--- config.mk ---
export PLATFORM = sky130hd
export DESIGN_NAME = rhythmic_gate_pattern_sequencer_unit
export DESIGN_NICKNAME = d
export VERILOG_FILES = /design/src/hdl/rgps_pkg.sv /design/src/hdl/rhythmic_gate_pattern_sequencer_unit.sv /design/src/hdl/rgps_cfg_regs.sv /design/src/hdl/rgps_step_logic.sv
export SDC_FILE = /design/constraint.sdc
export NUM_CORES = 1
export LEC_CHECK = 0
export BUFFER_PORTS_ARGS = -buffer_cell sky130_fd_sc_hd__buf_2
export CAP_MARGIN = 20
export CORE_UTILIZATION = 55
export CTS_CLUSTER_SIZE = 40
export DETAILED_ROUTE_END_ITERATION = 12
export PLACE_DENSITY = 0.78
export SYNTH_ARGS = -nofsm -noshare
export SYNTH_HDL_FRONTEND = slang
export SYNTH_SLANG_ARGS = --single-unit
--- constraint.sdc ---
create_clock -name clk -period 5.3 [get_ports clk]
set_input_delay 0.53 -clock clk [delete_from_list [all_inputs] [get_ports clk]]
set_output_delay 0.53 -clock clk [all_outputs]
set_load 0.1 [all_outputs]
--- src/hdl/rgps_pkg.sv ---
// Shared types and constants for the gate pattern sequencer.
// No dependencies; imported by every module in the block.
`timescale 1ns / 1ps

package rgps_pkg;

	localparam int PHASE_W   = 32;
	localparam int PW_W      = 16;
	localparam int LEN_W     = 5;
	localparam int NOTES_W   = 48;
	localparam int NOTE_W    = 3;
	localparam int CFG_IDX_W = 2;
	localparam int CFG_DAT_W = 48;

	localparam logic [CFG_IDX_W-1:0] REG_PHASE_INC   = 2'd0;
	localparam logic [CFG_IDX_W-1:0] REG_PULSE_WIDTH = 2'd1;
	localparam logic [CFG_IDX_W-1:0] REG_PATTERN_LEN = 2'd2;
	localparam logic [CFG_IDX_W-1:0] REG_NOTES       = 2'd3;

	localparam logic [PHASE_W-1:0] RST_PHASE_INC   = 32'd8947849;
	localparam logic [PW_W-1:0]    RST_PULSE_WIDTH = 16'd32768;
	localparam logic [LEN_W-1:0]   RST_PATTERN_LEN = 5'd16;
	localparam logic [NOTES_W-1:0] RST_NOTES       = 48'd40210710958665;

	localparam logic [1:0] DUR_SIXTEENTH = 2'd0;
	localparam logic [1:0] DUR_EIGHTH    = 2'd1;

	localparam logic [2:0] QUAD_NONE = 3'd4;

	localparam logic OP_TICK    = 1'b0;
	localparam logic OP_RESTART = 1'b1;

	typedef struct packed {
		logic [PHASE_W-1:0] phase_increment;
		logic [PW_W-1:0]    pulse_width;
		logic [LEN_W-1:0]   pattern_length;
		logic [NOTES_W-1:0] pattern_notes;
	} rgps_cfg_t;

	typedef struct packed {
		logic gate;
		logic cycle_wrapped;
		logic half_crossed;
	} rgps_result_t;

endpackage

--- src/hdl/rhythmic_gate_pattern_sequencer_unit.sv ---
// Top level of the gate pattern sequencer: input register, state, result
// register. Depends on rgps_pkg, rgps_cfg_regs and rgps_step_logic.
`timescale 1ns / 1ps
//
// Usage:
//   Input channel (in_valid/in_stall) carries one beat per tick: opcode 0
//   advances the bar phase one tick, opcode 1 restarts at restart_phase.
//   Output channel (out_valid/out_stall) returns one beat per input beat
//   with gate, cycle_wrapped and half_crossed, in order.
//   A beat taken into the input register moves into the result register, and
//   onto the output, on an edge at which the pipeline advances.
//   Throughput: one beat per unstalled cycle; the whole tick update (quadrant
//   check, note fetch, 32-bit accumulate and gate compare) is one combinational
//   pass between the input register and the state/result registers.
//   When the receiver stalls with a result waiting, the pipeline holds and
//   in_stall rises in the same cycle; no beat is lost or repeated.
//   Reset (arst_n low) empties both stages, clears phase and step, marks the
//   quadrant as not yet seen and loads the default configuration. The user
//   writes configuration (cfg_we/cfg_index/cfg_data) only while idle; not enforced.

module rhythmic_gate_pattern_sequencer_unit
	import rgps_pkg::*;
#(
	parameter int MAX_STEPS = 16
) (
	input  logic                 clk,
	input  logic                 arst_n,
	input  logic                 in_valid,
	output logic                 in_stall,
	input  logic                 opcode,
	input  logic [PHASE_W-1:0]   restart_phase,
	output logic                 out_valid,
	input  logic                 out_stall,
	output logic                 gate,
	output logic                 cycle_wrapped,
	output logic                 half_crossed,
	input  logic                 cfg_we,
	input  logic [CFG_IDX_W-1:0] cfg_index,
	input  logic [CFG_DAT_W-1:0] cfg_data
);

	localparam int STEP_W = (MAX_STEPS > 4) ? $clog2(MAX_STEPS) : 2;

	rgps_cfg_t          cfg;
	logic               advance;

	logic               valid_s1;
	logic               opcode_s1;
	logic [PHASE_W-1:0] restart_phase_s1;

	logic [PHASE_W-1:0] phase_q;
	logic [STEP_W-1:0]  step_q;
	logic [2:0]         last_quad_q;
	logic               held_active_q;
	logic [1:0]         held_dur_q;

	logic [PHASE_W-1:0] phase_nxt;
	logic [STEP_W-1:0]  step_nxt;
	logic [2:0]         last_quad_nxt;
	logic               held_active_nxt;
	logic [1:0]         held_dur_nxt;
	rgps_result_t       result;

	logic               valid_q;
	rgps_result_t       result_q;

	rgps_cfg_regs u_cfg (
		.clk       (clk),
		.arst_n    (arst_n),
		.cfg_we    (cfg_we),
		.cfg_index (cfg_index),
		.cfg_data  (cfg_data),
		.cfg       (cfg)
	);

	rgps_step_logic #(
		.MAX_STEPS (MAX_STEPS),
		.STEP_W    (STEP_W)
	) u_step (
		.cfg             (cfg),
		.opcode          (opcode_s1),
		.restart_phase   (restart_phase_s1),
		.phase           (phase_q),
		.step            (step_q),
		.last_quad       (last_quad_q),
		.held_active     (held_active_q),
		.held_dur        (held_dur_q),
		.phase_nxt       (phase_nxt),
		.step_nxt        (step_nxt),
		.last_quad_nxt   (last_quad_nxt),
		.held_active_nxt (held_active_nxt),
		.held_dur_nxt    (held_dur_nxt),
		.result          (result)
	);

	assign advance  = ~valid_q | ~out_stall;
	assign in_stall = ~advance;

	always_ff @(posedge clk or negedge arst_n) begin
		if (!arst_n) begin
			valid_s1 <= 1'b0;
		end else if (advance) begin
			valid_s1 <= in_valid;
		end
	end

	always_ff @(posedge clk) begin
		if (advance && in_valid) begin
			opcode_s1        <= opcode;
			restart_phase_s1 <= restart_phase;
		end
	end

	always_ff @(posedge clk or negedge arst_n) begin
		if (!arst_n) begin
			phase_q       <= '0;
			step_q        <= '0;
			last_quad_q   <= QUAD_NONE;
			held_active_q <= 1'b0;
			held_dur_q    <= '0;
		end else if (advance && valid_s1) begin
			phase_q       <= phase_nxt;
			step_q        <= step_nxt;
			last_quad_q   <= last_quad_nxt;
			held_active_q <= held_active_nxt;
			held_dur_q    <= held_dur_nxt;
		end
	end

	always_ff @(posedge clk or negedge arst_n) begin
		if (!arst_n) begin
			valid_q <= 1'b0;
		end else if (advance) begin
			valid_q <= valid_s1;
		end
	end

	always_ff @(posedge clk) begin
		if (advance && valid_s1) begin
			result_q <= result;
		end
	end

	assign out_valid     = valid_q;
	assign gate          = result_q.gate;
	assign cycle_wrapped = result_q.cycle_wrapped;
	assign half_crossed  = result_q.half_crossed;

`ifndef SYNTHESIS
	a_restart_quiet: assert property (@(posedge clk) disable iff (!arst_n)
		advance && valid_s1 && opcode_s1 == OP_RESTART |=>
		out_valid && !gate && !cycle_wrapped && !half_crossed)
		else $error("restart beat produced nonzero result");

	a_restart_relatch: assert property (@(posedge clk) disable iff (!arst_n)
		advance && valid_s1 && opcode_s1 == OP_RESTART |=>
		last_quad_q == QUAD_NONE && step_q == '0)
		else $error("restart did not clear step and quadrant");

	a_step_range: assert property (@(posedge clk) disable iff (!arst_n)
		(STEP_W+1)'(step_q) < (STEP_W+1)'(MAX_STEPS))
		else $error("step index beyond MAX_STEPS");

	a_state_hold: assert property (@(posedge clk) disable iff (!arst_n)
		!advance |=> $stable(phase_q) && $stable(step_q) && $stable(result_q))
		else $error("state moved while output stalled");
`endif

endmodule

--- src/hdl/rgps_cfg_regs.sv ---
// Configuration register file: four write-only registers.
// Depends on rgps_pkg for widths, indexes and reset values.
`timescale 1ns / 1ps

module rgps_cfg_regs
	import rgps_pkg::*;
(
	input  logic                 clk,
	input  logic                 arst_n,
	input  logic                 cfg_we,
	input  logic [CFG_IDX_W-1:0] cfg_index,
	input  logic [CFG_DAT_W-1:0] cfg_data,
	output rgps_cfg_t            cfg
);

	rgps_cfg_t cfg_q;

	always_ff @(posedge clk or negedge arst_n) begin
		if (!arst_n) begin
			cfg_q.phase_increment <= RST_PHASE_INC;
			cfg_q.pulse_width     <= RST_PULSE_WIDTH;
			cfg_q.pattern_length  <= RST_PATTERN_LEN;
			cfg_q.pattern_notes   <= RST_NOTES;
		end else if (cfg_we) begin
			case (cfg_index)
				REG_PHASE_INC:   cfg_q.phase_increment <= cfg_data[PHASE_W-1:0];
				REG_PULSE_WIDTH: cfg_q.pulse_width     <= cfg_data[PW_W-1:0];
				REG_PATTERN_LEN: cfg_q.pattern_length  <= cfg_data[LEN_W-1:0];
				REG_NOTES:       cfg_q.pattern_notes   <= cfg_data[NOTES_W-1:0];
				default: ;
			endcase
		end
	end

	assign cfg = cfg_q;

endmodule

--- src/hdl/rgps_step_logic.sv ---
// Per-tick next-state and result logic: restart, quadrant relatch, step
// advance, gate compare and phase accumulate. Depends on rgps_pkg.
`timescale 1ns / 1ps

module rgps_step_logic
	import rgps_pkg::*;
#(
	parameter int MAX_STEPS = 16,
	parameter int STEP_W    = 4
) (
	input  rgps_cfg_t          cfg,
	input  logic               opcode,
	input  logic [PHASE_W-1:0] restart_phase,
	input  logic [PHASE_W-1:0] phase,
	input  logic [STEP_W-1:0]  step,
	input  logic [2:0]         last_quad,
	input  logic               held_active,
	input  logic [1:0]         held_dur,
	output logic [PHASE_W-1:0] phase_nxt,
	output logic [STEP_W-1:0]  step_nxt,
	output logic [2:0]         last_quad_nxt,
	output logic               held_active_nxt,
	output logic [1:0]         held_dur_nxt,
	output rgps_result_t       result
);

	localparam logic [LEN_W:0] MAX_LIMIT = (LEN_W+1)'(MAX_STEPS);

	logic [1:0]         quad;
	logic               relatch;
	logic [NOTE_W-1:0]  note;
	logic [5:0]         note_bit;
	logic [LEN_W:0]     limit;
	logic [LEN_W:0]     step_inc;
	logic [STEP_W-1:0]  step_adv;
	logic               do_adv;
	logic               act;
	logic [1:0]         dur;
	logic               below;
	logic [PHASE_W:0]   sum;
	logic [PHASE_W:0]   diff;

	assign quad     = phase[PHASE_W-1 -: 2];
	assign relatch  = ({1'b0, quad} != last_quad);
	assign note_bit = 6'(step) * 6'(NOTE_W);
	assign note     = cfg.pattern_notes[note_bit +: NOTE_W];

	assign limit    = ({1'b0, cfg.pattern_length} > MAX_LIMIT) ? MAX_LIMIT
	                                                            : {1'b0, cfg.pattern_length};
	assign step_inc = (LEN_W+1)'(step) + 1'b1;
	assign step_adv = (step_inc >= limit) ? '0 : step_inc[STEP_W-1:0];

	assign act = relatch ? note[0] : held_active;
	assign dur = relatch ? note[2:1] : held_dur;

	always_comb begin
		case (dur)
			DUR_SIXTEENTH: do_adv = 1'b1;
			DUR_EIGHTH:    do_adv = quad[0];
			default:       do_adv = (quad == 2'd3);
		endcase
	end

	always_comb begin
		case (dur)
			DUR_SIXTEENTH: below = phase[29:0] < {cfg.pulse_width, 14'b0};
			DUR_EIGHTH:    below = phase[30:0] < {cfg.pulse_width, 15'b0};
			default:       below = phase < {cfg.pulse_width, 16'b0};
		endcase
	end

	assign sum  = {1'b0, phase} + {1'b0, cfg.phase_increment};
	assign diff = {1'b0, sum[PHASE_W-1:0]} - {1'b0, cfg.phase_increment};

	always_comb begin
		if (opcode == OP_RESTART) begin
			phase_nxt       = restart_phase;
			step_nxt        = '0;
			last_quad_nxt   = QUAD_NONE;
			held_active_nxt = held_active;
			held_dur_nxt    = held_dur;
			result          = '0;
		end else begin
			phase_nxt            = sum[PHASE_W-1:0];
			step_nxt             = (relatch && do_adv) ? step_adv : step;
			last_quad_nxt        = {1'b0, quad};
			held_active_nxt      = act;
			held_dur_nxt         = dur;
			result.gate          = act & below;
			result.cycle_wrapped = sum[PHASE_W];
			// borrow means new phase minus increment went negative, so below half
			result.half_crossed  = sum[PHASE_W-1] & (diff[PHASE_W] | ~diff[PHASE_W-1]);
		end
	end

endmodule
; ---- Yosys cells after proc, flatten, opt, wreduce, memory -nomap -nowiden
; Cells that the tools add are included.
[op_classes]
n_eq_ne = 6
n_shift = 1
muxes = 10
n_div = 0
n_bitwise = 9
magnitude_cmp = 5
reduce_logical = 12
mul = 1
add_sub_neg = 3
[op_table]
columns = cell, n
row1 = indexed part select 48 x 7 -> 3 bit, 1
row2 = adder 32 x 32 -> 33 bit, 1
row3 = subtractor 32 x 32 -> 33 bit, 1
row4 = < comparator 32 bit, 1
row5 = 2-to-1 mux 32 bit, 1
row6 = < comparator 31 bit, 1
row7 = < comparator 30 bit, 1
row8 = 2-to-1 mux 4 bit, 3
row9 = AND reduction 2 bit, 6
row10 = "equality test 2 bit, second input constant", 3
row11 = >= comparator 6 bit, 1
row12 = "multiplier 4 x 2 -> 6 bit, second input constant", 1
row13 = "adder 4 x 1 -> 5 bit, second input constant", 1
row14 = "> comparator 5 bit, second input constant", 1
row15 = 2-to-1 mux 5 bit, 1
row16 = NOT 1 bit, 5
row17 = "equality test 2 x 1 -> 1 bit, second input constant", 2
row18 = zero test 2 bit, 2
row19 = case mux 1 bit (2 select lines), 2
row20 = logical AND 1 bit, 3
row21 = 2-to-1 mux 3 bit, 1
row22 = inequality test 2 x 3 -> 1 bit, 1
row23 = bitwise AND 1 bit, 2
row24 = 2-to-1 mux 2 bit, 1
row25 = 3 further kinds, 4
[totals]
input_bits = 88
ram_bits = 0
n_memories = 0
latchBits = 0
mem_bits_ro = 0
reg_bits = 181
out_inout_bits = 5
wordCells = 63

; ---- Depth between registers and ports, before layout
[depth]
depth_word = 8
depth_mapped = 19

; ---- Hierarchy
; A second synthesis with hierarchy kept.
[hier_totals]
hier_cells = 944
hier_area_um2 = 11392.2
[modules_own_cells]
columns = mod, seq_area_each_um2, cells_per_inst, area_each_um2, n_inst
row1 = rgps_step_logic, 0.0, 597, 4732.0, 1
row2 = rgps_cfg_regs, 2558.7, 215, 3906.2, 1
row3 = rhythmic_gate_pattern_sequencer_unit, 2183.3, 132, 2753.9, 1

; ---- Worst setup path before layout
; No wires, ideal clock.
[synth_path]
kind = register to register
start = register u_cfg.cfg_q, in the netlist u_cfg.cfg[69]
end = register result_q, in the netlist half_crossed (data pin)
path_stages_with_launch = 17
setup_slack_ns = 1.344
t_arrival_ns = 3.774
path_buffers = 0
t_required_ns = 5.118
period_less_slack_ns = 3.956
path_cell_list = dfstp_2 ha_1 inv_1 fa_1 nor2b_1 o2111ai_1 a211oi_1 o2111ai_1 a21oi_1 xor2_1 ha_1 a21o_1 a21o_1 a211oi_1 o21ai_0 o311a_1 nor4b_1
[synth_between]
elab_chain_len = 5
[synth_lines]
columns = item, line_no
row1 = from (decl), rgps_cfg_regs.sv:16  ; rgps_cfg_t cfg_q;
row2 = adder 32 x 32 -> 33 bit, rgps_step_logic.sv:72  ; assign sum = {1'b0, phase} + {1'b0, cfg.phase_increment};
row3 = subtractor 32 x 32 -> 33 bit, rgps_step_logic.sv:73  ; assign diff = {1'b0, sum[PHASE_W-1:0]} - {1'b0, cfg.phase_increment};
row4 = NOT 1 bit, rgps_step_logic.sv:92  ; result.half_crossed = sum[PHASE_W-1] & (diff[PHASE_W] | ~diff[PHASE_W-1]);
row5 = bitwise OR 1 bit, rgps_step_logic.sv:92
row6 = bitwise AND 1 bit (*), rgps_step_logic.sv:92
row7 = to (signal assigned), rhythmic_gate_pattern_sequencer_unit.sv:140  ; result_q <= result;
row8 = to (decl), rhythmic_gate_pattern_sequencer_unit.sv:65  ; rgps_result_t result_q;
; Mark *: on every way between the ends. The rest lies on a longest branch, timed or not.
; A chain may end at the register's enable or synchronous reset.

; ---- Worst setup path after layout
; Ends and elaborated chain as after synthesis.

==> reports/results.tsv <==
metric	value	unit
status	finished clean	
# diodes	0	
Flop pwr share	0.296	
dpl cell area	0.0117	mm^2
period utilisation layout	0.910	
PwrDens	563	mW/mm^2
Post-synth EDFFs	36	
clock transition at the registers of the reported paths	0.07	ns
Synth Register Bits	181	
Comb pwr share	0.512	
via count of the first global-routing pass	8185	
Setup TNS	0	ns
synthesized net count	1245	
vias per std cell	5.96	
Fin Hold WS	0.189	ns
slew of the pin with the lowest slew margin	0.920	ns
unrepaired setup endpoints after global routing	no	
largest net degree at the start of global routing	100	
CP Buf/Inv Count	1	
crit-path leading delay family	compound AO/OA/AOI/OAI gates	
H-tree Lvls	4	
Final min period	4.82	ns
layout cell share with drive strength beyond 1	0.195	
Clk Latency, worst-skew pair	0.44	ns
Internal	4.04	mW
Peak Freq	207	MHz
crit path DAT	5.06	ns
commonest non-fill, non-tap cells in the layout	119 x dfrtp_1, 114 x ha_1, 111 x nand2_1, 91 x buf_2, 64 x o21ai_0	
initial DRC count	500	
Pwr Total	6.94	mW
startpoint types	flip-flop	
Final Max Tran Viols	0	
setup bufs post-CTS	0	
relative slew slack	0.387	
final instance area	0.0123	mm^2
drt total wl	26700	um
global-route wire length before repair	42800	um
clock sinks	181	
I/O pins	93	
Yosys cell types	62	
Initial Utilization	0.564	
DR vias	8333	
Fin. Hold Viols	0	
crit-path max FO	3	
row count	51	
Global Route Usage Sum	0.275	
post-route insts no fill	1397	
Leakage Power	5.70	nW
fin util	0.629	
TritonCTS clock tree	done	
CP max stage delay	0.53	ns
slack of the critical path	0.479	ns
wire per inst	19.1	um
CTS Buffer Depth	2	
Yosys warning total	0	
# setup viols final	0	
grt ovf	0	
Layout area overhead	11.7	%
CP max stage cell	dfstp_2	
fillers	1579	
# DRC	0	
top_reg_cell synth	dfrtp_1	
max-cap check violation count	0	
Routed Antenna Nets	0	
Crit path required time	5.54	ns
asr flop ratio synth	0.801	
hold_buf cts	0	
Max VDD drop	0.300	mV
Num CTS Buffers	17	
skew final	0.00808	ns
initial antenna violation count	2	
Placed Instances	1365	
CTS root buffer	clkbuf_16	
register area share after synthesis	0.430	
cell count after synthesis	1042	
net switching power	2.90	mW
CP Capture Type	flip-flop	
Core Region	0.0196	mm^2
fin nets	1322	
Mapped Avg Cell Area	10.6	um^2
most common cell after layout, fill and taps aside	dfrtp_1	
sw frac	0.418	
# port buffers	92	
worst path cell trace	ha_1 > inv_1 > fa_1 > nor2b_1 > o2111ai_1 > a211oi_1 > o2111ai_1 > a21oi_1 > xor2_1 > ha_1 > a21o_1 > a21o_1 > a211oi_1 > o21ai_0 > o311a_1 > nor4b_1	
DR pass1 iterations	5	
Worst Setup Path Type	reg -> reg	
hpwl dp	19900	um
die width	144	um
worst min path class	in -> async	
gpl congestion	0.911	
Clock power frac	0.192	
Mapped Area	0.0110	mm^2
post_cts resized	0	
Die H	144	um
Post-Place Setup Slack	0.550	ns
Die ar.	0.0206	mm^2
==> layer usage <==
layer / global-route usage / share of wire / up-vias
li1: - / - / 3964
met1: 0.355 / 0.44 / 4052
met2: 0.463 / 0.48 / 254
met3: 0.0533 / 0.055 / 61
met4: 0.0918 / 0.025 / 2
met5: 0 / 0.00049 / -
==> worst paths after layout <==
kind / startpoint / to / slack (ns) / cells after the start
worst min-delay path: arst_n / u_cfg.cfg[40] / 0.19 / 1
max in group asynchronous: arst_n / u_cfg.cfg[47] / 3.91 / 2
min in group clk: restart_phase[2] / restart_phase_s1[2] / 0.26 / 1
worst min register to register: last_quad_q[2] / last_quad_q[2] / 0.48 / 2
worst max-delay path: u_cfg.cfg[69] / half_crossed / 0.48 / 16
worst max register to register: u_cfg.cfg[69] / half_crossed / 0.48 / 16
==> cell type report <==
type | instances | area, um^2 | area share
Clock buffer | 21 | 483 | 0.0392
Tap cell | 265 | 332 | 0.0269
Clock inverter | 11 | 131 | 0.0107
Sequential cell | 181 | 4740 | 0.385
Multi-Input combinational cell | 762 | 5910 | 0.480
Inverter | 60 | 225 | 0.0183
Timing Repair Buffer | 97 | 504 | 0.0409
==> kinds of logic (layout without fill, tap and decap cells) <==
logic type / count (synthesis) / count (layout) / synth area share
adder cells (fa/ha/maj): 115 / 115 / 0.131
multiplexers: 119 / 119 / 0.135
AO/OA/AOI/OAI: 246 / 246 / 0.138
AND/OR/NAND/NOR: 251 / 251 / 0.106
XOR/XNOR: 31 / 31 / 0.0246
buffers and inverters: 99 / 189 / 0.0360
flip-flops: 181 / 181 / 0.430
==> sequential cells by signal, summed over array words and instances (netlist names) <==
name and flops:
restart_phase_s1 32, gate 1, last_quad_q 3, out_valid 1
half_crossed 1, step_q 4, cycle_wrapped 1, valid_s1 1
phase_q 32, u_cfg.cfg 101, held_active_q 1, opcode_s1 1
held_dur_q 2
==> power groups by stage <==
stage	combinational (mW)	sequential [mW]	clock (mW)
6_report	3.55	2.05	1.33
5_1_grt	4.00	2.08	1.40
4_1_cts	3.53	2.05	1.35
3_5_place_dp	3.48	2.07	0
3_3_place_gp	3.41	2.06	0
2_1_floorplan	2.67	2.00	0
==> cells in the mapped netlist (15+ instances only) <==
master | number | area (um^2)
xnor2_1 | 21 | 184
edfxtp_1 | 36 | 1080
inv_1 | 59 | 221
nand2_1 | 112 | 420
clkbuf_1 | 33 | 124
mux2i_1 | 35 | 350
mux2_2 | 55 | 619
o21ai_1 | 27 | 135
nor3_1 | 15 | 75.1
mux2_1 | 15 | 169
ha_1 | 114 | 1430
nand3_1 | 24 | 120
o21ai_0 | 64 | 320
nor2_1 | 38 | 143
a21oi_1 | 51 | 255
dfstp_2 | 26 | 683
dfrtp_1 | 119 | 2980
a21o_1 | 37 | 278
Note: power is estimated with default switching activity, not from simulation.
